[src/rtl/memory_region_map_allocator_defines.svh]
// assertion macros for the region map allocator
// used by the top level only, no other dependencies
`ifndef MEMORY_REGION_MAP_ALLOCATOR_DEFINES_SVH
`define MEMORY_REGION_MAP_ALLOCATOR_DEFINES_SVH

// same-cycle implication
`define MRMA_ASSERT_IMP(label, clk, rstn, ante, cons, msg) \
  label: assert property (@(posedge clk) disable iff (!rstn) (ante) |-> (cons)) \
    else $error(msg);

// next-cycle implication
`define MRMA_ASSERT_NXT(label, clk, rstn, ante, cons, msg) \
  label: assert property (@(posedge clk) disable iff (!rstn) (ante) |=> (cons)) \
    else $error(msg);

`endif

[src/rtl/mrma_pkg.sv]
// shared types, codes and helpers for the region map allocator
// no dependencies
package mrma_pkg;

  localparam int TableDepth = 32;
  localparam logic [2:0] KindAvailable  = 3'd0;
  localparam logic [2:0] KindBootReclaim = 3'd5;

  typedef enum logic [1:0] {
    OP_ADD     = 2'd0,
    OP_RESERVE = 2'd1,
    OP_ALLOC   = 2'd2,
    OP_READ    = 2'd3
  } op_e;

  typedef enum logic [1:0] {
    ST_OK      = 2'd0,
    ST_FULL    = 2'd1,
    ST_RANGE   = 2'd2,
    ST_NOSPACE = 2'd3
  } status_e;

  typedef enum logic [2:0] {
    CELL_HOLD  = 3'd0,
    CELL_LOAD  = 3'd1,
    CELL_SORT  = 3'd2,
    CELL_SHIFT = 3'd3,
    CELL_PREP  = 3'd4
  } cell_op_e;

  typedef struct packed {
    logic        valid;
    logic [63:0] start;
    logic [63:0] size;
    logic [2:0]  kind;
  } entry_t;

  typedef struct packed {
    cell_op_e    op;
    logic        parity;
    entry_t      load;
    entry_t      tail;
    logic [63:0] qaddr;
    logic [64:0] qend;
    logic [32:0] bytes;
  } cell_cmd_t;

  // holes move right, valid entries ordered by start, equal starts stay
  function automatic logic entry_swap(input entry_t l, input entry_t r);
    return (!l.valid && r.valid) || (l.valid && r.valid && (l.start > r.start));
  endfunction

endpackage

[src/rtl/mrma_cell.sv]
// one table slot of the region chain: holds an entry, swaps or shifts with neighbors
// depends on mrma_pkg
module mrma_cell #(
  parameter int IDX  = 0,
  parameter bit LAST = 1'b0,
  parameter int IW   = 6
) (
  input  logic                clk_i,
  input  logic                rst_ni,
  input  mrma_pkg::cell_cmd_t cmd_i,
  input  logic [IW-1:0]       load_idx_i,
  input  mrma_pkg::entry_t    left_i,
  input  mrma_pkg::entry_t    right_i,
  output mrma_pkg::entry_t    entry_o,
  output logic                hit_o,
  output logic                alloc_hit_o,
  output logic [63:0]         begin_o
);

  localparam logic Par = 1'(IDX % 2);

  mrma_pkg::entry_t ent_q, ent_d;
  logic             elig_q, elig_d;
  logic [51:0]      beg_q, beg_d;
  logic [64:0]      cend;
  logic [64:0]      aend;
  logic             left_role, right_role;
  mrma_pkg::entry_t rnb;

  assign rnb  = LAST ? cmd_i.tail : right_i;
  assign cend = {1'b0, ent_q.start} + {1'b0, ent_q.size};
  assign aend = {1'b0, beg_q, 12'b0} + {32'b0, cmd_i.bytes};

  assign left_role  = !LAST && (cmd_i.parity == Par);
  assign right_role = (IDX != 0) && (cmd_i.parity != Par);

  always_comb begin
    ent_d  = ent_q;
    elig_d = elig_q;
    beg_d  = beg_q;
    case (cmd_i.op)
      mrma_pkg::CELL_LOAD: begin
        if (load_idx_i == IW'(IDX)) ent_d = cmd_i.load;
      end
      mrma_pkg::CELL_SORT: begin
        if (left_role && mrma_pkg::entry_swap(ent_q, right_i)) ent_d = right_i;
        else if (right_role && mrma_pkg::entry_swap(left_i, ent_q)) ent_d = left_i;
      end
      mrma_pkg::CELL_SHIFT: ent_d = rnb;
      mrma_pkg::CELL_PREP: begin
        // start must round up to a page without passing the top of the space
        elig_d = ent_q.valid && (ent_q.kind == mrma_pkg::KindAvailable) &&
                 !((&ent_q.start[63:12]) && (|ent_q.start[11:0]));
        beg_d  = ent_q.start[63:12] + 52'(|ent_q.start[11:0]);
      end
      default: ;
    endcase
  end

  always_ff @(posedge clk_i or negedge rst_ni) begin
    if (!rst_ni) begin
      ent_q <= '0;
    end else begin
      ent_q <= ent_d;
    end
  end

  always_ff @(posedge clk_i) begin
    elig_q <= elig_d;
    beg_q  <= beg_d;
  end

  assign entry_o     = ent_q;
  assign hit_o       = ent_q.valid && (ent_q.start <= cmd_i.qaddr) && (cmd_i.qend <= cend);
  assign alloc_hit_o = elig_q && (aend <= cend);
  assign begin_o     = {beg_q, 12'b0};

endmodule

[config.mk]
export PLATFORM = sky130hd
export DESIGN_NAME = mrma_cell
export DESIGN_NICKNAME = d
export VERILOG_FILES = /design/src/rtl/memory_region_map_allocator_defines.svh /design/src/rtl/mrma_pkg.sv /design/src/rtl/mrma_cell.sv
export SDC_FILE = /design/constraint.sdc
export NUM_CORES = 1
export LEC_CHECK = 0
export BUFFER_PORTS_ARGS = -buffer_cell sky130_fd_sc_hd__buf_2
export CAP_MARGIN = 20
export CORE_AREA = 2 2 347 349
export CTS_BUF_LIST = sky130_fd_sc_hd__clkbuf_8 sky130_fd_sc_hd__clkbuf_16
export DETAILED_ROUTE_END_ITERATION = 10
export DIE_AREA = 0 0 349 351
export HOLD_SLACK_MARGIN = 0.05
export PLACE_DENSITY = 0.37
export SLEW_MARGIN = 10
export SYNTH_ARGS = -nofsm -noshare
export SYNTH_HDL_FRONTEND = slang
export SYNTH_SLANG_ARGS = --single-unit
[constraint.sdc]
create_clock -name clk_i -period 7.9 [get_ports clk_i]
set_clock_uncertainty 0.2 [all_clocks]
set_input_delay 1.185 -clock clk_i [delete_from_list [all_inputs] [get_ports clk_i]]
set_output_delay 1.185 -clock clk_i [all_outputs]
set_load 0.02 [all_outputs]
==> impl_metrics.json <==
{
  "status": "complete, no violations",
  "p_leak_uw": 0.0128,
  "synthFlopType": "dfrtp_1",
  "cp-start-kind": "register",
  "worstMarginPinSlew_ns": 0.908,
  "die_y_um": 351,
  "rows": 127,
  "max_slew_margin_pct": 39.0,
  "core_um2": 119000,
  "critical_path_buf_inv_count": 3,
  "syn_inst": 2665,
  "reg2reg_depth": 13,
  "cp-end-kind": "output port",
  "port_buffers": 623,
  "nets": 4409,
  "timing.critical_path.mode_cell": "a21o_1",
  "powerDensity_nw_per_um2": 316,
  "required_ns": 6.51,
  "report.final.slew_viol_count": 0,
  "dr.max_layer_used": "met5",
  "yosys_warnings": 0,
  "ys_async_sr_fraction_pct": 71.4,
  "grt_max_degree": 148,
  "initial_core_util_pct": 18.5,
  "design_area_um2": 29000,
  "htreeDepth": 4,
  "cts_sinks": 185,
  "hpwl_mm": 105,
  "critical-path-top-delay-family": "compound AO/OA/AOI/OAI gates",
  "clock_path_buffers": 2,
  "hold_path_class": "primary input to asynchronous set/reset pin",
  "grt_pass1_vias": 23573,
  "via_count": 23792,
  "areaGrowthSynthToFinish_pct": 32.0,
  "drt-initial-drc-count": 1715,
  "synth_edf_count": 53,
  "wirelength_met1_mm": 57.9,
  "dr.pass1.iters": 5,
  "netlist_area_um2": 22000,
  "dr_wl_met3_mm": 9.37,
  "slowest_stage": "a2111o_1",
  "clk_pin_slew_ns": 0.08,
  "clkLatencyLatePin_ns": 0.56,
  "vdd.ir_drop.worst_uv": 200,
  "yosysSeqAreaShare_pct": 22.3,
  "grt_pass1_wl_mm": 177,
  "cp_slowest_stage_delay_ns": 0.53,
  "cts_root_buffer": "clkbuf_16",
  "period_minus_slack_ns": 7.68,
  "hold_buffers": 0,
  "dieWidth_um": 349,
  "cts_buffers": 17,
  "via_per_inst": 4.82,
  "syn_area_per_cell_um2": 8.24,
  "synth_cell_type_count": 76,
  "power_uw": 9170,
  "cp.depth": 25,
  "ant_nets": 0,
  "crit_arrival_ns": 6.30,
  "fmax_mhz": 130,
  "globalRouteTotalUtil_pct": 20.4,
  "cts_tree": "built",
  "cp_max_fo": 5,
  "maxCapViolations": 0,
  "setup_viol": 0,
  "hold_viol": 0,
  "dieArea_um2": 122000,
  "min_period_over_period_pct": 97.2,
  "place_area_um2": 28000,
  "drc": 0,
  "routedWlPerCell_um": 25.8,
  "globalplace.congestion": 0.883,
  "rsz0062_at_grt": "true",
  "num_io_pins": 900,
  "grt.overflow.total": 0,
  "drive_above_1_share_pct": 30.8,
  "wl_met2_mm": 57.8,
  "setup.worst_path.class": "register to output port",
  "routed_wl_mm": 127,
  "grt_antenna_before_repair": 51,
  "ys_ff_latch": 185
}
## registers in the layout (all words and copies together), names as in the netlist
register and count:
entry_o 132, beg_q 52, elig_q 1
## Yosys cell counts, drive strengths merged (4+ instances only)
cell       n  area (um2)
ha       340        4250
nand2    231         867
nor2     222         833
nand3    207        1040
a21oi    167         840
inv      162         608
dfrtp    132        3300
o22a     132        1160
o221a    131        1480
clkbuf   116         435
xnor2    116        1020
a21o     104         781
o21ai     91         455
nand4     73         457
edfxtp    53        1590
xor2      50         438
nor2b     37         231
and3      27         169
nand2b    26         163
buf       25         149
nor3      25         130
a211oi    24         180
o21bai    17         128
nor4      16         106
o21a      16         120
o211ai    15         113
a31oi     11        75.1
a2111oi    8        76.3
or3        8        50.1
and2       7        43.8
and4       7        61.3
a31o       5        43.8
a2111o     4        46.3
a211o      4        35.0
a21boi     4        30.0
o2111ai    4        35.0
or2        4        25.0
## per-stage QoR
stage	TNS (ns)	setup slack, ns	instances	utilization [%]	hold slack (ns)
after global routing	-0.157	-0.0906	4929	24.3	0.335
after CTS	0	0.00962	4922	24.2	0.305
after detailed placement	-0.659	-0.432	4884	23.5	0.378
after global placement	-0.695	-0.462	4883	23.5	0.368
after floorplan	0	1.00	2676	-	0.479
final	0	0.218	4940	24.4	0.352
## final timing paths
check	startpoint	end	slack [ns]
min in group clk_i	entry_o[18]	entry_o[18]	0.40
hold reg to reg	entry_o[18]	entry_o[18]	0.40
max in group asynchronous	rst_ni	entry_o[79]	5.92
setup reg to reg	entry_o[92]	entry_o[102]	2.72
hold / removal	rst_ni	entry_o[114]	0.35
setup / recovery	entry_o[12]	alloc_hit_o	0.22
## timing repair
action	4_1_cts	5_1_grt
endpoints found under the setup margin	2	2
gates resized for setup	48	18
hold endpoints to repair	0	0
buffers inserted	7	4
pin swaps	31	8
## routing by layer
metal | track usage [%] | vias to the layer above
met2 | 32.8 | 793
li1 | - | 11381
met1 | 27.4 | 11442
met4 | 4.02 | 48
met5 | 0 | -
met3 | 5.20 | 128
## kinds of logic after synthesis
| logic type | Yosys count | synth area share [%] |
|---|---|---|
| DFF | 185 | 22.3 |
| xor gates and xnor gates | 166 | 6.65 |
| other | 1 | 0.0171 |
| AOI/OAI and AO/OA | 764 | 26.5 |
| and+or+nand+nor | 903 | 19.5 |
| buffers and inverters | 303 | 5.43 |
| muxes | 1 | 0.0456 |
| adders and majority gates | 342 | 19.6 |
## power by group
part | total [uW] | switching, uW | internal [uW]
Sequential | 1520 | 318 | 1200
Combinational | 6610 | 3890 | 2720
Clock | 1030 | 506 | 526
Total | 9170 | 4720 | 4450
## area by class of cell
cell class	count	area (um2)
Antenna cell	14	35.0
Clock buffer	20	500
Clock inverter	12	131
Fill cell	13338	90000
Inverter	162	608
Multi-Input combinational cell	2188	16300
Sequential cell	185	4900
Tap cell	1548	1940
Timing Repair Buffer	811	4590
## layout by cell type, fill, tap and decap left out, types with 104 or more instances in the layout
master,instances
dfrtp_1,130
nand3_1,206
buf_4,185
o221a_2,128
buf_2,620
o22a_1,132
xnor2_1,115
nand2_1,230
a21oi_1,160
a21o_1,104
inv_1,164
ha_1,335
nor2_1,220
Note: power is estimated with default switching activity, not from simulation.
